$ cat src/hdl/mcs_pkg.sv
// Package: shared types and constants for the melody and click sequencer.
`default_nettype none

package mcs_pkg;

	typedef enum logic [1:0] {
		FUNC_TICK  = 2'd0,
		FUNC_PULSE = 2'd1,
		FUNC_WRITE = 2'd2,
		FUNC_START = 2'd3
	} func_t;

	typedef enum logic [1:0] {
		REG_LED_CLICK_EN = 2'd0,
		REG_SPK_CLICK_EN = 2'd1,
		REG_CLICK_LEN    = 2'd2,
		REG_CLICK_HZ     = 2'd3
	} cfg_reg_t;

	localparam int CFG_DATA_W = 15;

	// reset values of the configuration registers
	localparam logic [7:0]  CLICK_LEN_RESET = 8'd4;
	localparam logic [14:0] CLICK_HZ_RESET  = 15'd5000;

	localparam logic [14:0] MAX_TONE_HZ  = 15'd20000;
	localparam logic [24:0] MAX_TONE_MHZ = 25'd20000000;

	// millihertz to hertz: x / 1000 == (x * ceil(2^35 / 1000)) >> 35, exact for x < 2^25
	localparam logic [25:0] FREQ_RECIP  = 26'd34359739;
	localparam int          RECIP_SHIFT = 35;

	typedef struct packed {
		func_t       func;
		logic [3:0]  entry_index;
		logic [24:0] entry_freq_mhz;
		logic        entry_volume;
		logic [15:0] entry_duration;
	} item_t;

	typedef struct packed {
		logic        tone_enable;
		logic [14:0] tone_freq_hz;
		logic        drive_push_pull;
		logic        led_on;
		logic        melody_busy;
	} result_t;

	// melody entry as kept in the store: frequency already in hertz and saturated
	typedef struct packed {
		logic [14:0] hz;
		logic        nonzero;
		logic        volume;
		logic [15:0] duration;
	} entry_t;

	typedef struct packed {
		logic                  we;
		cfg_reg_t              index;
		logic [CFG_DATA_W-1:0] data;
	} cfg_write_t;

endpackage

`default_nettype wire

$ cat src/hdl/mcs_stream_if.sv
// Interface: valid/ready stream channel carrying one payload of type T.
`default_nettype none

interface mcs_stream_if #(parameter type T = logic);
	logic valid;
	logic ready;
	T     data;

	modport source (output valid, output data, input ready);
	modport sink (input valid, input data, output ready);
endinterface

`default_nettype wire

$ cat src/hdl/mcs_ram.sv
// Generic single-write, single-read RAM with registered, write-first read.
`default_nettype none

module mcs_ram #(
	parameter int WIDTH = 8,
	parameter int DEPTH = 16
) (
	input  wire logic                     clk,
	input  wire logic                     we,
	input  wire logic [$clog2(DEPTH)-1:0] waddr,
	input  wire logic [WIDTH-1:0]         wdata,
	input  wire logic [$clog2(DEPTH)-1:0] raddr,
	output logic      [WIDTH-1:0]         rdata
);

	logic [WIDTH-1:0] mem [DEPTH];

	always_ff @(posedge clk) begin
		if (we) begin
			mem[waddr] <= wdata;
		end
		if (we && waddr == raddr) begin
			rdata <= wdata;
		end else begin
			rdata <= mem[raddr];
		end
	end

endmodule

`default_nettype wire

$ cat src/hdl/mcs_core.sv
// Core: melody and click state update, melody store, configuration registers.
`default_nettype none

module mcs_core #(
	parameter int MELODY_DEPTH = 16
) (
	input  wire logic                clk,
	input  wire logic                arst_n,
	input  wire logic                valid_s1,
	input  wire mcs_pkg::item_t      item_s1,
	input  wire mcs_pkg::cfg_write_t cfg,
	output mcs_pkg::result_t         result
);

	localparam int AW = $clog2(MELODY_DEPTH);
	localparam int PW = $clog2(MELODY_DEPTH + 1);
	localparam int IW = (PW > 4) ? PW : 4;
	localparam int EW = $bits(mcs_pkg::entry_t);

	logic        led_en_q, led_en_d;
	logic        spk_en_q, spk_en_d;
	logic [7:0]  click_len_q, click_len_d;
	logic [14:0] click_hz_q, click_hz_d;

	logic [PW-1:0] pos_q, pos_d;
	logic [15:0]   note_left_q, note_left_d;
	logic          running_q, running_d;
	logic [7:0]    click_left_q, click_left_d;
	logic          pending_q, pending_d;
	logic          tone_q, tone_d;
	logic [14:0]   freq_q, freq_d;
	logic          drive_q, drive_d;
	logic          led_q, led_d;

	// store write path: convert millihertz to saturated hertz before writing
	logic [IW-1:0]        idx_ext;
	logic                 wr_en;
	logic [50:0]          prod;
	mcs_pkg::entry_t      wentry;
	mcs_pkg::entry_t      rentry;
	logic [EW-1:0]        rdata;

	assign idx_ext = IW'(item_s1.entry_index);
	assign wr_en   = valid_s1 && item_s1.func == mcs_pkg::FUNC_WRITE
		&& idx_ext < IW'(MELODY_DEPTH);
	assign prod    = item_s1.entry_freq_mhz * mcs_pkg::FREQ_RECIP;

	always_comb begin
		wentry.hz       = (item_s1.entry_freq_mhz >= mcs_pkg::MAX_TONE_MHZ)
			? mcs_pkg::MAX_TONE_HZ : prod[mcs_pkg::RECIP_SHIFT +: 15];
		wentry.nonzero  = item_s1.entry_freq_mhz != '0;
		wentry.volume   = item_s1.entry_volume;
		wentry.duration = item_s1.entry_duration;
	end

	// read address follows the next position, so the entry is ready for the next tick
	mcs_ram #(
		.WIDTH(EW),
		.DEPTH(MELODY_DEPTH)
	) u_store (
		.clk  (clk),
		.we   (wr_en),
		.waddr(idx_ext[AW-1:0]),
		.wdata(wentry),
		.raddr(pos_d[AW-1:0]),
		.rdata(rdata)
	);

	assign rentry = mcs_pkg::entry_t'(rdata);

	always_comb begin
		led_en_d     = led_en_q;
		spk_en_d     = spk_en_q;
		click_len_d  = click_len_q;
		click_hz_d   = click_hz_q;
		pos_d        = pos_q;
		note_left_d  = note_left_q;
		running_d    = running_q;
		click_left_d = click_left_q;
		pending_d    = pending_q;
		tone_d       = tone_q;
		freq_d       = freq_q;
		drive_d      = drive_q;
		led_d        = led_q;

		if (valid_s1) begin
			unique case (item_s1.func)
				mcs_pkg::FUNC_TICK: begin
					if (running_q) begin
						if (note_left_q == '0) begin
							if (pos_q >= PW'(MELODY_DEPTH) || rentry.duration == '0) begin
								// end of melody: LED and click countdown untouched
								tone_d    = 1'b0;
								drive_d   = 1'b0;
								running_d = 1'b0;
								pos_d     = '0;
								pending_d = 1'b0;
							end else begin
								if (rentry.nonzero) begin
									freq_d  = rentry.hz;
									tone_d  = 1'b1;
									drive_d = rentry.volume;
								end else begin
									tone_d  = 1'b0;
									drive_d = 1'b0;
								end
								note_left_d = rentry.duration;
								pos_d       = pos_q + PW'(1);
							end
						end else begin
							note_left_d = note_left_q - 16'd1;
						end
					end else if (click_left_q != '0) begin
						click_left_d = click_left_q - 8'd1;
						if (click_left_q == 8'd1) begin
							tone_d  = 1'b0;
							drive_d = 1'b0;
							led_d   = 1'b0;
						end
					end else if (pending_q) begin
						pending_d = 1'b0;
						if (spk_en_q) begin
							freq_d  = (click_hz_q > mcs_pkg::MAX_TONE_HZ)
								? mcs_pkg::MAX_TONE_HZ : click_hz_q;
							tone_d  = 1'b1;
							drive_d = 1'b1;
						end
						if (led_en_q) begin
							led_d = 1'b1;
						end
						click_left_d = (click_len_q == '0) ? 8'd1 : click_len_q;
					end
				end
				mcs_pkg::FUNC_PULSE: begin
					if (led_en_q || spk_en_q) begin
						pending_d = 1'b1;
					end
				end
				mcs_pkg::FUNC_WRITE: begin
				end
				mcs_pkg::FUNC_START: begin
					pos_d       = '0;
					note_left_d = '0;
					running_d   = 1'b1;
				end
				default: begin
				end
			endcase
		end

		if (cfg.we) begin
			unique case (cfg.index)
				mcs_pkg::REG_LED_CLICK_EN: led_en_d    = cfg.data[0];
				mcs_pkg::REG_SPK_CLICK_EN: spk_en_d    = cfg.data[0];
				mcs_pkg::REG_CLICK_LEN:    click_len_d = cfg.data[7:0];
				mcs_pkg::REG_CLICK_HZ:     click_hz_d  = cfg.data[14:0];
				default: begin
				end
			endcase
			if ((cfg.index == mcs_pkg::REG_LED_CLICK_EN || cfg.index == mcs_pkg::REG_SPK_CLICK_EN)
				&& !led_en_d && !spk_en_d) begin
				pending_d    = 1'b0;
				click_left_d = '0;
				tone_d       = 1'b0;
				drive_d      = 1'b0;
				led_d        = 1'b0;
			end
		end
	end

	always_ff @(posedge clk or negedge arst_n) begin
		if (!arst_n) begin
			led_en_q     <= 1'b0;
			spk_en_q     <= 1'b0;
			click_len_q  <= mcs_pkg::CLICK_LEN_RESET;
			click_hz_q   <= mcs_pkg::CLICK_HZ_RESET;
			pos_q        <= '0;
			note_left_q  <= '0;
			running_q    <= 1'b0;
			click_left_q <= '0;
			pending_q    <= 1'b0;
			tone_q       <= 1'b0;
			freq_q       <= '0;
			drive_q      <= 1'b0;
			led_q        <= 1'b0;
		end else begin
			led_en_q     <= led_en_d;
			spk_en_q     <= spk_en_d;
			click_len_q  <= click_len_d;
			click_hz_q   <= click_hz_d;
			pos_q        <= pos_d;
			note_left_q  <= note_left_d;
			running_q    <= running_d;
			click_left_q <= click_left_d;
			pending_q    <= pending_d;
			tone_q       <= tone_d;
			freq_q       <= freq_d;
			drive_q      <= drive_d;
			led_q        <= led_d;
		end
	end

	// result of the item in stage 1 is the state it leaves behind
	always_comb begin
		result.tone_enable     = tone_d;
		result.tone_freq_hz    = freq_d;
		result.drive_push_pull = drive_d;
		result.led_on          = led_d;
		result.melody_busy     = running_d;
	end

	a_pos_range: assert property (@(posedge clk) disable iff (!arst_n)
		pos_q <= PW'(MELODY_DEPTH))
		else $error("melody position beyond store depth");

	a_click_needs_mode: assert property (@(posedge clk) disable iff (!arst_n)
		!(led_en_q || spk_en_q) |-> (click_left_q == '0 && !pending_q))
		else $error("click state alive with both click modes off");

	a_melody_stop: assert property (@(posedge clk) disable iff (!arst_n)
		$fell(running_q) |-> (pos_q == '0 && !pending_q))
		else $error("melody stopped without rewinding or dropping the click");

endmodule

`default_nettype wire

$ cat src/hdl/mcs_out_fifo.sv
// Two-entry result buffer between the core and the result channel.
`default_nettype none

module mcs_out_fifo (
	input  wire logic             clk,
	input  wire logic             arst_n,
	input  wire logic             push,
	input  wire mcs_pkg::result_t push_data,
	output logic                  can_take,
	mcs_stream_if.source          result
);

	mcs_pkg::result_t mem_q [2];
	logic             wr_q;
	logic             rd_q;
	logic [1:0]       cnt_q;
	logic             pop;

	assign result.valid = cnt_q != 2'd0;
	assign result.data  = mem_q[rd_q];
	assign pop          = result.valid && result.ready;

	// room for a new transfer once the item ahead of it has been pushed
	assign can_take = (3'(cnt_q) + 3'(push) - 3'(pop)) < 3'd2;

	always_ff @(posedge clk) begin
		if (push) begin
			mem_q[wr_q] <= push_data;
		end
	end

	always_ff @(posedge clk or negedge arst_n) begin
		if (!arst_n) begin
			wr_q  <= 1'b0;
			rd_q  <= 1'b0;
			cnt_q <= 2'd0;
		end else begin
			if (push) begin
				wr_q <= ~wr_q;
			end
			if (pop) begin
				rd_q <= ~rd_q;
			end
			cnt_q <= 2'(3'(cnt_q) + 3'(push) - 3'(pop));
		end
	end

	a_no_overflow: assert property (@(posedge clk) disable iff (!arst_n)
		push |-> (cnt_q != 2'd2 || pop))
		else $error("result pushed into a full buffer");

	a_count_range: assert property (@(posedge clk) disable iff (!arst_n)
		cnt_q != 2'd3)
		else $error("result buffer count out of range");

endmodule

`default_nettype wire

$ cat src/hdl/melody_and_click_sequencer_top.sv
// Top level: input register, sequencer core and result buffer.
//
// Buzzer and LED sequencer driven by a stream of events (millisecond tick, detector pulse,
// melody entry write, melody start). Every transferred item yields exactly one result: the
// output levels after that event. One item is taken every clock cycle while the buffer has
// room; items pass the input register, then the state update into a two-entry result
// buffer. The rate rests on the update reading the melody store through a registered port
// addressed with the next melody position. The store needs no clearing after reset. The user
// must make configuration writes only while no item is in flight; the block does not check.
`default_nettype none

module melody_and_click_sequencer_top #(
	parameter int MELODY_DEPTH = 16
) (
	input  wire logic                           clk,
	input  wire logic                           arst_n,
	input  wire logic                           cfg_we,
	input  wire logic [1:0]                     cfg_index,
	input  wire logic [mcs_pkg::CFG_DATA_W-1:0] cfg_data,
	mcs_stream_if.sink                          item,
	mcs_stream_if.source                        result
);

	logic               valid_s1;
	mcs_pkg::item_t     item_s1;
	mcs_pkg::result_t   core_result;
	mcs_pkg::cfg_write_t cfg;
	logic               can_take;
	logic               accept;

	assign item.ready = can_take;
	assign accept     = item.valid && item.ready;

	always_comb begin
		cfg.we    = cfg_we;
		cfg.index = mcs_pkg::cfg_reg_t'(cfg_index);
		cfg.data  = cfg_data;
	end

	always_ff @(posedge clk) begin
		if (accept) begin
			item_s1 <= item.data;
		end
	end

	always_ff @(posedge clk or negedge arst_n) begin
		if (!arst_n) begin
			valid_s1 <= 1'b0;
		end else begin
			valid_s1 <= accept;
		end
	end

	mcs_core #(
		.MELODY_DEPTH(MELODY_DEPTH)
	) u_core (
		.clk     (clk),
		.arst_n  (arst_n),
		.valid_s1(valid_s1),
		.item_s1 (item_s1),
		.cfg     (cfg),
		.result  (core_result)
	);

	mcs_out_fifo u_out (
		.clk      (clk),
		.arst_n   (arst_n),
		.push     (valid_s1),
		.push_data(core_result),
		.can_take (can_take),
		.result   (result)
	);

endmodule

`default_nettype wire
$ cat src/flat_wrapper.sv
// flat-port wrapper written by rule: the top's interface ports become plain ports
module melody_and_click_sequencer_top_flat 
#(
	parameter int MELODY_DEPTH = 16
)
  (clk, arst_n, cfg_we, cfg_index, cfg_data, item_valid, item_data, item_ready, result_valid, result_data, result_ready);
  mcs_stream_if item_i ();
  mcs_stream_if result_i ();
  input  wire logic clk;
  input  wire logic arst_n;
  input  wire logic cfg_we;
  input  wire logic [1:0] cfg_index;
  input  wire logic [mcs_pkg::CFG_DATA_W-1:0] cfg_data;
  input wire logic [$bits(item_i.valid)-1:0] item_valid;
  input wire logic [$bits(item_i.data)-1:0] item_data;
  output wire logic [$bits(item_i.ready)-1:0] item_ready;
  output wire logic [$bits(result_i.valid)-1:0] result_valid;
  output wire logic [$bits(result_i.data)-1:0] result_data;
  input wire logic [$bits(result_i.ready)-1:0] result_ready;
  assign item_i.valid = item_valid;
  assign item_i.data = item_data;
  assign item_ready = item_i.ready;
  assign result_valid = result_i.valid;
  assign result_data = result_i.data;
  assign result_i.ready = result_ready;
  melody_and_click_sequencer_top #(.MELODY_DEPTH(MELODY_DEPTH)) u_core (.clk(clk), .arst_n(arst_n), .cfg_we(cfg_we), .cfg_index(cfg_index), .cfg_data(cfg_data), .item(item_i), .result(result_i));
endmodule
$ cat config.mk
export PLATFORM = sky130hd
export DESIGN_NAME = melody_and_click_sequencer_top_flat
export DESIGN_NICKNAME = d
export VERILOG_FILES = /design/src/hdl/mcs_pkg.sv /design/src/hdl/mcs_stream_if.sv /design/src/hdl/mcs_ram.sv /design/src/hdl/mcs_core.sv /design/src/hdl/mcs_out_fifo.sv /design/src/hdl/melody_and_click_sequencer_top.sv /design/src/flat_wrapper.sv
export SDC_FILE = /design/constraint.sdc
export NUM_CORES = 1
export LEC_CHECK = 0
export BUFFER_PORTS_ARGS = -buffer_cell sky130_fd_sc_hd__buf_2
export CAP_MARGIN = 20
export CORE_MARGIN = 1
export CORE_UTILIZATION = 50
export CTS_BUF_LIST = sky130_fd_sc_hd__clkbuf_2 sky130_fd_sc_hd__clkbuf_4 sky130_fd_sc_hd__clkbuf_8
export DETAILED_ROUTE_END_ITERATION = 8
export HOLD_SLACK_MARGIN = 0.06
export PLACE_DENSITY_LB_ADDON = 0.08
export SYNTH_ARGS = -nofsm -noshare
export SYNTH_HDL_FRONTEND = slang
export SYNTH_SLANG_ARGS = --single-unit
$ cat constraint.sdc
create_clock -name clk -period 1.9 [get_ports clk]
set_clock_uncertainty 0.1 [all_clocks]
set_input_delay 0.19 -clock clk [delete_from_list [all_inputs] [get_ports clk]]
set_output_delay 0.19 -clock clk [all_outputs]
set_load 0.02 [all_outputs]
==> metrics.txt, run 1 <==
# TYPE chip_impl_metric gauge
chip_impl_metric{name="hold_violations",unit=""} 0
chip_impl_metric{name="cts_made_buffers",unit=""} 3
chip_impl_metric{name="rows",unit=""} 17
chip_impl_metric{name="final_nets",unit=""} 163
chip_impl_metric{name="synth_area_per_cell",unit="µm²"} 11.6
chip_impl_metric{name="cellPowerDensity",unit="mW/mm²"} 946
chip_impl_metric{name="hold_slack",unit="ps"} 252
chip_impl_info{name="critPathCapture",value="item_ready"} 1
chip_impl_metric{name="dp_cells",unit=""} 150
chip_impl_info{name="hp-class",value="input pin to async pin"} 1
chip_impl_metric{name="clkSlewWorstSetupHoldPaths",unit="ps"} 130
chip_impl_metric{name="synthesis.instances",unit=""} 101
chip_impl_metric{name="met2_wirelength",unit="µm"} 1230
chip_impl_metric{name="route.final.wire_length",unit="µm"} 2350
chip_impl_info{name="commonest_non_fill_non_tap_cells_in_the_layout",value="buf_4, dfrtp_1, xor2_1"} 1
chip_impl_metric{name="cts_max_level",unit=""} 1
chip_impl_metric{name="final_util",unit="%"} 72.2
chip_impl_metric{name="via_count",unit=""} 861
chip_impl_metric{name="vdd_drop_max",unit="V"} 0.00106
chip_impl_metric{name="worst-path-max-fanout",unit=""} 2
chip_impl_info{name="clk_root_buffer_cell",value="clkbuf_4"} 1
chip_impl_info{name="violations",value="setup timing"} 1
chip_impl_metric{name="route.detailed.wl_per_inst",unit="µm"} 14.5
chip_impl_metric{name="n_antenna_cell",unit=""} 0
chip_impl_metric{name="post-route-min-period",unit="ps"} 2460
chip_impl_metric{name="area_growth",unit="%"} 36.0
chip_impl_metric{name="synthMuxAreaShare",unit="%"} 5.44
chip_impl_metric{name="floorplan.die_area",unit="mm²"} 0.00255
chip_impl_metric{name="initial_core_util",unit="%"} 53.1
chip_impl_metric{name="synth_top_cell_area_share",unit="%"} 46.9
chip_impl_metric{name="grt_antenna_before_repair",unit=""} 0
chip_impl_info{name="route.top_layer_used",value="met4"} 1
chip_impl_metric{name="global_route_wire_length_before_repair",unit="µm"} 3930
chip_impl_metric{name="grt_max_degree",unit=""} 23
chip_impl_metric{name="postRouteAntennaNets",unit=""} 0
chip_impl_metric{name="max_cap_viol_count",unit=""} 0
chip_impl_metric{name="critPathArrivalTime",unit="ps"} 2170
chip_impl_metric{name="worst-endpoint-required",unit="ps"} 1610
chip_impl_info{name="status",value="finished, violations left"} 1
chip_impl_info{name="grt_setup_unrepaired",value="yes"} 1
chip_impl_metric{name="syn-cell-area",unit="mm²"} 0.00117
chip_impl_metric{name="placement.io_buffers",unit=""} 6
chip_impl_metric{name="met1_routed_length",unit="µm"} 1070
chip_impl_metric{name="drive_above_1_share",unit="%"} 47.8
chip_impl_metric{name="first_pass_iters",unit=""} 4
chip_impl_metric{name="synth-xor-area-share",unit="%"} 5.97
chip_impl_metric{name="met3_wirelength",unit="µm"} 29
chip_impl_metric{name="num_io_pins",unit=""} 26
chip_impl_metric{name="syn_nets",unit=""} 129
chip_impl_metric{name="placement.cell_area",unit="mm²"} 0.00143
chip_impl_metric{name="number_of_clock_sinks_seen_by_cts",unit=""} 24
chip_impl_metric{name="clk_latency",unit="ps"} 310
chip_impl_info{name="path_type_of_the_worst_setup_path",value="flop to output port"} 1
chip_impl_metric{name="worst_slew_margin_rel",unit="%"} 67.6
chip_impl_metric{name="die_w",unit="µm"} 50.5
chip_impl_info{name="critical_path.startpoint_type",value="flop"} 1
chip_impl_metric{name="die_y",unit="µm"} 50.5
chip_impl_info{name="reg2reg_from",value="u_core.u_out.cnt_q[1]$_DFF_PN0_"} 1
chip_impl_metric{name="slew_at_the_pin_closest_to_its_max_slew_limit",unit="ps"} 486
chip_impl_metric{name="finalMaxSlewViolations",unit=""} 0
chip_impl_metric{name="routed_via_count_divided_by_cell_count",unit=""} 5.31
chip_impl_info{name="largest_family_of_logic_cells_by_synthesized_area",value="simple AND/OR/NAND/NOR gates"} 1
chip_impl_metric{name="gr-usage-all-layers",unit="%"} 21.4
chip_impl_info{name="synth.area.top_cells",value="dfrtp_1, edfxtp_1, xor2_1"} 1
chip_impl_metric{name="synthAdderAreaFrac",unit="%"} 5.97
chip_impl_metric{name="total_power",unit="W"} 0.00151
chip_impl_metric{name="leakagePower",unit="nW"} 0.785
chip_impl_metric{name="post_layout_nonfiller_instances",unit=""} 162
chip_impl_metric{name="grt_remaining_overflow",unit=""} 0
chip_impl_info{name="worstSetupEndpointType",value="output port"} 1
chip_impl_metric{name="timing.final.ws_setup",unit="ps"} -560
chip_impl_metric{name="core-area",unit="mm²"} 0.00221
chip_impl_metric{name="synth_simple_gate_area_share",unit="%"} 18.8
chip_impl_metric{name="clock_tree_buf_depth",unit=""} 2
chip_impl_info{name="leading_cell_type_in_the_layout_fill_and_taps_excluded",value="buf_4"} 1
chip_impl_metric{name="grt_pass1_vias",unit=""} 903
chip_impl_metric{name="final_min_period_over_clock_period",unit="%"} 129
chip_impl_info{name="post-synth-top-area-cell",value="dfrtp_1"} 1
chip_impl_metric{name="setup.reg_to_reg.worst_slack",unit="ps"} -160
chip_impl_metric{name="synth-compound-area-share",unit="%"} 8.64
chip_impl_metric{name="globalplace.congestion",unit=""} 0.799
chip_impl_metric{name="route.detailed.drc",unit=""} 0
chip_impl_metric{name="fin_area",unit="mm²"} 0.00160
chip_impl_metric{name="finalSetupViolCount",unit=""} 13
chip_impl_metric{name="ys.warnings.count",unit=""} 0
chip_impl_info{name="cp-startpoint",value="u_core.u_out.cnt_q[1]$_DFF_PN0_"} 1
chip_impl_metric{name="synth.distinct_cells",unit=""} 32
chip_impl_metric{name="timing.fmax",unit="MHz"} 406
chip_impl_metric{name="synth-seq-area-share",unit="%"} 52.0
chip_impl_info{name="reg2reg_to",value="u_core.valid_s1$_DFF_PN0_"} 1
chip_impl_metric{name="first_iter_violations",unit=""} 6
chip_impl_metric{name="fillCellCount",unit=""} 167
chip_impl_info{name="tritoncts",value="yes"} 1
chip_impl_metric{name="detailed_place_hpwl",unit="µm"} 1610
chip_impl_metric{name="postSynthRegisterBits",unit=""} 24
chip_impl_metric{name="worst_r2r_path_depth",unit=""} 9
[routing by layer]
metal | vias up | global-route usage, %
met1 | 430 | 26.0
met5 | - | 0
met2 | 4 | 36.7
met4 | 0 | 11.1
li1 | 425 | -
met3 | 2 | 3.03
[state kept, by name, summed over array words and instances, names as in the netlist]
register	flops
u_core.u_core.note_left_q	16
u_core.u_out.cnt_q	2
u_core.valid_s1	1
u_core.u_out.wr_q	1
u_core.u_out.rd_q	1
u_core.u_core.running_q	1
u_core.u_out.mem_q	2
[worst max-delay path, cell delays in order, from the launching register on]
cell and delay (ps):
dfrtp_1 420, inv_2 80, nand2_4 40, and2_4 140, ha_4 270, inv_4 30
ha_4 150, fa_2 560, nor2_4 50, buf_6 130
[timing repair]
item / 4_1_cts / 5_1_grt
endpoints found under the hold margin: 23 / 0
setup endpoints to repair: 13 / 16
buffers inserted: 3 / 3
pin swaps: 6 / 11
hold buffers: 2 / 0
gates resized for setup: 7 / 15
cloned: 0 / 0
[area by class of cell]
cell class	instances	area [µm²]	share of cell area, %
multi-input combinational	67	652	40.8
sequential	24	611	38.2
timing repair buffer	32	240	15.0
tap	28	35.0	2.19
clock buffer	4	30.0	1.88
inverter	7	28.8	1.80
[cells by family after synthesis]
group | after synthesis
and+or+nand+nor | 33
xor gates and xnor gates | 8
muxes | 6
adders and majority gates | 5
DFF | 24
buffers and inverters | 10
AOI/OAI and AO/OA | 15
[how the worst min path moves through the flow]
| stage | from | to |
|---|---|---|
| 2_1_floorplan | arst_n | u_core.u_core.note_left_q[0]$_DFFE_PN0P_ |
| 3_3_place_gp | arst_n | u_core.u_core.note_left_q[3]$_DFFE_PN0P_ |
| 3_5_place_dp | arst_n | u_core.u_core.note_left_q[3]$_DFFE_PN0P_ |
| 4_1_cts | result_ready | u_core.u_out.rd_q$_DFFE_PN0P_ |
| 5_1_grt | result_ready | u_core.u_out.rd_q$_DFFE_PN0P_ |
| 6_report | arst_n | u_core.u_out.rd_q$_DFFE_PN0P_ |
[Yosys cell counts]
| cell | n |
|---|---|
| o41ai_1 | 1 |
| clkbuf_1 | 3 |
| dfrtp_1 | 22 |
| or3_1 | 3 |
| edfxtp_1 | 2 |
| a21boi_0 | 1 |
| nor4_1 | 5 |
| nand4bb_1 | 1 |
| nor4b_1 | 1 |
| nor3_1 | 5 |
| nand3_1 | 1 |
| mux2_2 | 3 |
| o21ai_0 | 9 |
| o211a_4 | 1 |
| or4_1 | 1 |
| nor2b_1 | 1 |
| or3_4 | 1 |
| xor2_1 | 6 |
| or2_2 | 1 |
| inv_1 | 7 |
| mux2i_1 | 3 |
| o31ai_1 | 3 |
| or4b_4 | 1 |
| xnor2_1 | 2 |
| ha_1 | 4 |
| nand2b_1 | 1 |
| nand3b_4 | 1 |
| nand2_1 | 2 |
| and2_1 | 3 |
| nor2_1 | 4 |
| or3_2 | 1 |
| fa_1 | 1 |
[where the power goes]
part | internal (W) | switching [W]
registers | 0.000575 | 0.0000443
logic | 0.000355 | 0.000297
clock network | 0.0000961 | 0.000143
[through the flow]
step,setup slack [ps],TNS (ps)
2_1_floorplan,-233,-569
3_3_place_gp,-210,-497
3_5_place_dp,-275,-732
4_1_cts,-595,-949
5_1_grt,-634,-1750
6_report,-560,-1080
Power figures use the tool's default switching activity.
==> inputs of run 2 (changes only) <==
==> constraint.sdc (replaced) <==
create_clock -name clk -period 1.9 [get_ports clk]
set_clock_uncertainty 0.1 [all_clocks]
set_input_delay 0 -clock clk [delete_from_list [all_inputs] [get_ports clk]]
set_output_delay 0 -clock clk [all_outputs]
set_load 0.02 [all_outputs]
==> metrics.txt, run 2 (synthesized netlist as in run 1, its figures left out) <==
# TYPE chip_impl_metric gauge
chip_impl_metric{name="hold_violations",unit=""} 0
chip_impl_metric{name="critPathArrivalTime",unit="ps"} 2210
chip_impl_metric{name="postRouteAntennaNets",unit=""} 0
chip_impl_metric{name="timing.final.ws_setup",unit="ps"} -410
chip_impl_metric{name="finalSetupViolCount",unit=""} 7
chip_impl_metric{name="placement.cell_area",unit="mm²"} 0.00142
chip_impl_metric{name="num_io_pins",unit=""} 26
chip_impl_metric{name="worst_slew_margin_rel",unit="%"} 67.3
chip_impl_metric{name="floorplan.die_area",unit="mm²"} 0.00255
chip_impl_metric{name="first_pass_iters",unit=""} 4
chip_impl_info{name="violations",value="setup timing"} 1
chip_impl_metric{name="die_w",unit="µm"} 50.5
chip_impl_metric{name="max_cap_viol_count",unit=""} 0
chip_impl_metric{name="grt_pass1_vias",unit=""} 838
chip_impl_metric{name="route.detailed.wl_per_inst",unit="µm"} 14.8
chip_impl_info{name="leading_cell_type_in_the_layout_fill_and_taps_excluded",value="dfrtp_1"} 1
chip_impl_info{name="commonest_non_fill_non_tap_cells_in_the_layout",value="dfrtp_1, buf_4, xor2_1"} 1
chip_impl_metric{name="area_growth",unit="%"} 35.2
chip_impl_metric{name="global_route_wire_length_before_repair",unit="µm"} 3750
chip_impl_metric{name="total_power",unit="W"} 0.00150
chip_impl_metric{name="n_antenna_cell",unit=""} 0
chip_impl_metric{name="initial_core_util",unit="%"} 53.1
chip_impl_metric{name="cts_made_buffers",unit=""} 3
chip_impl_metric{name="rows",unit=""} 17
chip_impl_metric{name="final_util",unit="%"} 71.7
chip_impl_metric{name="cts_max_level",unit=""} 1
chip_impl_info{name="status",value="finished, violations left"} 1
chip_impl_metric{name="crit_path_max_incr_delay",unit="ps"} 580
chip_impl_metric{name="drive_above_1_share",unit="%"} 45.5
chip_impl_info{name="critical_path.slowest_cell",value="fa_2"} 1
chip_impl_info{name="cpLargestDelayFamily",value="adder cells"} 1
chip_impl_metric{name="route.final.wire_length",unit="µm"} 2360
chip_impl_metric{name="first_iter_violations",unit=""} 14
chip_impl_info{name="registers.top_by_ff_count",value="u_core.u_core.note_left_q"} 1
chip_impl_metric{name="dp_cells",unit=""} 149
chip_impl_metric{name="worst-endpoint-required",unit="ps"} 1800
chip_impl_metric{name="cellPowerDensity",unit="mW/mm²"} 945
chip_impl_metric{name="detailed_place_hpwl",unit="µm"} 1660
chip_impl_metric{name="clk_latency",unit="ps"} 300
chip_impl_metric{name="gr-usage-all-layers",unit="%"} 20.8
chip_impl_metric{name="via_count",unit=""} 839
chip_impl_info{name="hp-class",value="input pin to async pin"} 1
chip_impl_info{name="tritoncts",value="yes"} 1
chip_impl_metric{name="final_min_period_over_clock_period",unit="%"} 122
chip_impl_metric{name="timing.critical_path.buf_inv",unit=""} 3
chip_impl_metric{name="number_of_clock_sinks_seen_by_cts",unit=""} 24
chip_impl_info{name="cp_common_cell",value="ha_4"} 1
chip_impl_metric{name="clkSlewWorstSetupHoldPaths",unit="ps"} 130
chip_impl_metric{name="post_layout_nonfiller_instances",unit=""} 160
chip_impl_metric{name="timing.fmax",unit="MHz"} 433
chip_impl_info{name="critical_path.cell_chain",value="inv_1, nand2_4, and2_4, ha_4, inv_2, ha_4, fa_2, nor2_4, buf_6"} 1
chip_impl_metric{name="vdd_drop_max",unit="V"} 0.00107
chip_impl_metric{name="leakagePower",unit="nW"} 0.782
chip_impl_info{name="grt_setup_unrepaired",value="yes"} 1
chip_impl_metric{name="worst-path-max-fanout",unit=""} 2
chip_impl_metric{name="fin_area",unit="mm²"} 0.00159
chip_impl_info{name="worstSetupEndpointType",value="output port"} 1
chip_impl_metric{name="number_of_flip_flops_in_the_largest_register",unit=""} 16
chip_impl_metric{name="placement.setup.worst_slack",unit="ps"} -181
chip_impl_info{name="critical_path.startpoint_type",value="flop"} 1
chip_impl_metric{name="grt_max_degree",unit=""} 23
chip_impl_info{name="path_type_of_the_worst_setup_path",value="flop to output port"} 1
chip_impl_metric{name="final_nets",unit=""} 161
chip_impl_info{name="clk_root_buffer_cell",value="clkbuf_4"} 1
chip_impl_metric{name="slew_at_the_pin_closest_to_its_max_slew_limit",unit="ps"} 490
chip_impl_metric{name="post-route-min-period",unit="ps"} 2310
chip_impl_metric{name="route.detailed.drc",unit=""} 0
chip_impl_metric{name="core-area",unit="mm²"} 0.00221
chip_impl_metric{name="grt_antenna_before_repair",unit=""} 0
chip_impl_metric{name="placement.io_buffers",unit=""} 6
chip_impl_info{name="reg.largest.list",value="u_core.u_core.note_left_q (16), u_core.u_out.cnt_q (2), u_core.u_out.mem_q (2)"} 1
chip_impl_metric{name="die_y",unit="µm"} 50.5
chip_impl_metric{name="routed_via_count_divided_by_cell_count",unit=""} 5.24
chip_impl_metric{name="grt_remaining_overflow",unit=""} 0
chip_impl_metric{name="finalMaxSlewViolations",unit=""} 0
chip_impl_metric{name="globalplace.congestion",unit=""} 0.764
chip_impl_metric{name="clock_tree_buf_depth",unit=""} 2
run 2: final cells by class:
class                      instances  area [µm²]
timing repair buffer              30         229
clock buffer                       4        36.3
tap                               28        35.0
sequential                        24         611
inverter                           7        26.3
multi-input combinational         67         649
fill                             170         626
run 2: path summary, 6_finish.rpt:
path / to / depth (start not counted) / slack, ps / from
hold / removal: u_core.u_core.note_left_q[5]$_DFFE_PN0P_ / 2 / 80 / arst_n
max in group asynchronous: u_core.u_core.note_left_q[9]$_DFFE_PN0P_ / 2 / 1300 / arst_n
setup / recovery: item_ready / 9 / -410 / u_core.u_out.cnt_q[0]$_DFF_PN0_
hold reg to reg: u_core.u_core.note_left_q[13]$_DFFE_PN0P_ / 1 / 380 / u_core.u_core.note_left_q[13]$_DFFE_PN0P_
min in group clk: u_core.u_out.rd_q$_DFFE_PN0P_ / 5 / 100 / result_ready
setup reg to reg: u_core.valid_s1$_DFF_PN0_ / 9 / -220 / u_core.u_out.cnt_q[0]$_DFF_PN0_
run 2: routing by layer:
layer / global-route usage [%] / wire length [µm] / vias up
met5: 0 / 0 / -
li1: - / - / 423
met2: 36.4 / 1300 / 8
met3: 3.64 / 51 / 2
met4: 7.87 / 14 / 0
met1: 25.4 / 993 / 406
run 2: per-stage QoR:
stage               hold slack, ps  setup TNS, ps
finish                        76.4          -1010
global route                   104          -1670
CTS                           70.4           -988
detailed placement            -112           -368
global placement              -113           -200
floorplan                     -396           -379
run 2: what timing repair did:
item,4_1_cts,5_1_grt
endpoints found under the hold margin,23,0
hold buffers,2,0
buffers inserted,3,2
gates resized for setup,3,15
setup endpoints to repair,8,20
pin swaps,6,5
run 2: report_power, final:
part / internal [W] / total, W / leakage (nW) / switching (W)
logic: 0.000331 / 0.000619 / 0.445 / 0.000288
registers: 0.000575 / 0.000621 / 0.316 / 0.0000460
clock network: 0.000117 / 0.000261 / 0.0210 / 0.000144
run 2: worst reg2reg max path: cells and delay by family (launching register included):
family | cells | cell delay [ps]
DFF | 1 | 390
buffers and inverters | 2 | 140
adders and majority gates | 3 | 990
and+or+nand+nor | 4 | 400
==> inputs of run 3 (changes only) <==
--- a/config.mk
+++ b/config.mk
@@ -8,11 +8,11 @@
 export BUFFER_PORTS_ARGS = -buffer_cell sky130_fd_sc_hd__buf_2
 export CAP_MARGIN = 20
 export CORE_MARGIN = 1
-export CORE_UTILIZATION = 50
-export CTS_BUF_LIST = sky130_fd_sc_hd__clkbuf_2 sky130_fd_sc_hd__clkbuf_4 sky130_fd_sc_hd__clkbuf_8
+export CORE_UTILIZATION = 47
 export DETAILED_ROUTE_END_ITERATION = 8
 export HOLD_SLACK_MARGIN = 0.06
 export PLACE_DENSITY_LB_ADDON = 0.08
+export RECOVER_POWER = 50
 export SYNTH_ARGS = -nofsm -noshare
 export SYNTH_HDL_FRONTEND = slang
 export SYNTH_SLANG_ARGS = --single-unit
==> metrics.txt, run 3 (synthesized netlist as in run 1, its figures left out) <==
# TYPE chip_impl_metric gauge
chip_impl_info{name="clk_root_buffer_cell",value="clkbuf_4"} 1
chip_impl_metric{name="setup.reg_to_reg.worst_slack",unit="ps"} -140
chip_impl_metric{name="n_antenna_cell",unit=""} 0
chip_impl_metric{name="finalSetupViolCount",unit=""} 4
chip_impl_info{name="critical_path.startpoint_type",value="flop"} 1
chip_impl_metric{name="timing.fmax",unit="MHz"} 443
chip_impl_metric{name="grt_remaining_overflow",unit=""} 0
chip_impl_metric{name="power.sequential.fraction",unit="%"} 44.0
chip_impl_info{name="hp-class",value="input pin to flop"} 1
chip_impl_metric{name="initial_core_util",unit="%"} 51.6
chip_impl_metric{name="total_switching_power",unit="W"} 0.000464
chip_impl_info{name="status",value="finished, violations left"} 1
chip_impl_metric{name="hold_violations",unit=""} 0
chip_impl_info{name="startpoint_of_the_worst_hold_path",value="result_ready"} 1
chip_impl_metric{name="core-area",unit="mm²"} 0.00228
chip_impl_info{name="critical_path.slowest_cell",value="fa_2"} 1
chip_impl_metric{name="worst-endpoint-required",unit="ps"} 1800
chip_impl_metric{name="worst-path-max-fanout",unit=""} 2
chip_impl_info{name="grt_setup_unrepaired",value="yes"} 1
chip_impl_info{name="reg2reg_from",value="u_core.u_out.cnt_q[1]$_DFF_PN0_"} 1
chip_impl_metric{name="grt_max_degree",unit=""} 23
chip_impl_info{name="leading_cell_type_in_the_layout_fill_and_taps_excluded",value="dfrtp_1"} 1
chip_impl_metric{name="global_route_wire_length_before_repair",unit="µm"} 3560
chip_impl_metric{name="num_io_pins",unit=""} 26
chip_impl_metric{name="number_of_clock_sinks_seen_by_cts",unit=""} 24
chip_impl_metric{name="timing.final.ws_setup",unit="ps"} -357
chip_impl_metric{name="routed_via_count_divided_by_cell_count",unit=""} 5.39
chip_impl_metric{name="clk_latency",unit="ps"} 310
chip_impl_metric{name="placement.cell_area",unit="mm²"} 0.00143
chip_impl_metric{name="placement.io_buffers",unit=""} 6
chip_impl_metric{name="grt_antenna_before_repair",unit=""} 0
chip_impl_metric{name="max_cap_viol_count",unit=""} 0
chip_impl_metric{name="post-route-min-period",unit="ps"} 2260
chip_impl_metric{name="detailed_place_hpwl",unit="µm"} 1540
chip_impl_metric{name="worst_slew_margin_rel",unit="%"} 20.8
chip_impl_metric{name="first_iter_violations",unit=""} 6
chip_impl_metric{name="critPathArrivalTime",unit="ps"} 2160
chip_impl_metric{name="clock_tree_buf_depth",unit=""} 2
chip_impl_metric{name="die_y",unit="µm"} 52.0
chip_impl_metric{name="fin_area",unit="mm²"} 0.00159
chip_impl_metric{name="power.share.combinational",unit="%"} 39.7
chip_impl_metric{name="globalplace.congestion",unit=""} 0.753
chip_impl_info{name="violations",value="setup timing"} 1
chip_impl_metric{name="final_min_period_over_clock_period",unit="%"} 119
chip_impl_metric{name="min_delay_path_depth",unit=""} 5
chip_impl_info{name="registers.top_by_ff_count",value="u_core.u_core.note_left_q"} 1
chip_impl_metric{name="vdd_drop_max",unit="V"} 0.000968
chip_impl_metric{name="route.detailed.drc",unit=""} 0
chip_impl_info{name="holdPathEnd",value="u_core.u_out.cnt_q[0]$_DFF_PN0_"} 1
chip_impl_metric{name="finalMaxSlewViolations",unit=""} 0
chip_impl_metric{name="die_w",unit="µm"} 52.0
chip_impl_metric{name="cellInternalPower",unit="W"} 0.000946
chip_impl_metric{name="drive_above_1_share",unit="%"} 43.9
chip_impl_metric{name="switching_share",unit="%"} 32.9
chip_impl_metric{name="cellPowerDensity",unit="mW/mm²"} 886
chip_impl_metric{name="hold_slack",unit="ps"} 199
chip_impl_info{name="worstSetupEndpointType",value="output port"} 1
chip_impl_info{name="path_type_of_the_worst_setup_path",value="flop to output port"} 1
chip_impl_info{name="reg.largest.list",value="u_core.u_core.note_left_q (16), u_core.u_out.cnt_q (2), u_core.u_out.mem_q (2)"} 1
chip_impl_metric{name="via_count",unit=""} 862
chip_impl_info{name="reg2reg_to",value="u_core.valid_s1$_DFF_PN0_"} 1
chip_impl_metric{name="leakagePower",unit="nW"} 0.767
chip_impl_metric{name="slew_at_the_pin_closest_to_its_max_slew_limit",unit="ps"} 1190
chip_impl_info{name="critical_path.cell_chain",value="inv_2, nand2_4, and2_4, ha_4, inv_2, ha_4, fa_2, nor2_4, buf_6"} 1
chip_impl_metric{name="final_nets",unit=""} 161
chip_impl_metric{name="area_growth",unit="%"} 35.6
chip_impl_metric{name="rows",unit=""} 17
chip_impl_info{name="commonest_non_fill_non_tap_cells_in_the_layout",value="dfrtp_1, buf_4, xor2_1"} 1
chip_impl_metric{name="first_pass_iters",unit=""} 4
chip_impl_metric{name="gr-usage-all-layers",unit="%"} 18.6
chip_impl_metric{name="route.final.wire_length",unit="µm"} 2290
chip_impl_metric{name="clockPowerShare",unit="%"} 16.3
chip_impl_metric{name="number_of_flip_flops_in_the_largest_register",unit=""} 16
chip_impl_metric{name="cts_made_buffers",unit=""} 3
chip_impl_metric{name="floorplan.die_area",unit="mm²"} 0.00270
chip_impl_info{name="tritoncts",value="yes"} 1
chip_impl_metric{name="clkSlewWorstSetupHoldPaths",unit="ps"} 130
chip_impl_metric{name="route.detailed.wl_per_inst",unit="µm"} 14.3
chip_impl_metric{name="postRouteAntennaNets",unit=""} 0
chip_impl_metric{name="cts_max_level",unit=""} 1
chip_impl_metric{name="crit_path_max_incr_delay",unit="ps"} 560
chip_impl_metric{name="grt_pass1_vias",unit=""} 850
chip_impl_metric{name="worst_r2r_path_depth",unit=""} 9
[run 3: power groups by stage]
stage / logic (W) / registers [W] / clock network [W]
after floorplan: 0.000357 / 0.000623 / 0
after global placement: 0.000489 / 0.000625 / 0
after detailed placement: 0.000503 / 0.000629 / 0
after CTS: 0.000568 / 0.000620 / 0.000239
after global routing: 0.000616 / 0.000624 / 0.000260
final: 0.000560 / 0.000621 / 0.000229
[run 3: repair_timing]
item	in CTS	in global routing
setup endpoints to repair	11	17
gates resized for setup	5	15
pin swaps	6	5
endpoints found under the hold margin	24	0
hold buffers	3	0
setup buffers	2	1
[run 3: area by class of cell]
cell class                 count  area [µm²]
fill                         170         684
multi-input combinational     67         667
sequential                    24         611
timing repair buffer          30         226
tap                           28        35.0
inverter                       7        26.3
clock buffer                   3        22.5
clock inverter                 1        3.75
[run 3: worst max-delay path by stage]
stage	from	to	slack (ps)	depth (start not counted)
6_report	u_core.u_out.cnt_q[1]$_DFF_PN0_	item_ready	-360	9
4_1_cts	u_core.u_out.cnt_q[1]$_DFF_PN0_	item_ready	-380	9
5_1_grt	u_core.u_out.cnt_q[1]$_DFF_PN0_	item_ready	-450	9
2_1_floorplan	u_core.u_out.cnt_q[1]$_DFF_PN0_	u_core.valid_s1$_DFF_PN0_	-230	10
3_5_place_dp	u_core.u_out.cnt_q[1]$_DFF_PN0_	u_core.valid_s1$_DFF_PN0_	-140	10
3_3_place_gp	u_core.u_out.cnt_q[1]$_DFF_PN0_	u_core.valid_s1$_DFF_PN0_	-100	10
[run 3: critical path, delay by kind of cell, from the launching register on]
family	cells	cell delay, ps
adders and majority gates	3	960
buffers and inverters	3	240
DFF	1	420
and+or+nand+nor	3	230
[run 3: per-stage QoR]
step                TNS [ps]  instances  setup slack, ps  total power [W]  util, %
global placement        -214        150             -104          0.00111     62.8
global route            -973        160             -448          0.00150     69.9
finish                  -528        160             -357          0.00141     69.9
floorplan               -379        101             -233         0.000980        -
CTS                     -559        159             -384          0.00143     66.5
detailed placement      -287        150             -141          0.00113     62.8
[run 3: layer usage]
layer  up-vias  GRT usage, %  share of wire [%]
met4         0          8.56               0.53
met5         -             0                  0
met2         4          32.1                 52
li1        422             -                  -
met1       434          22.1                 46
met3         2          3.51                1.3
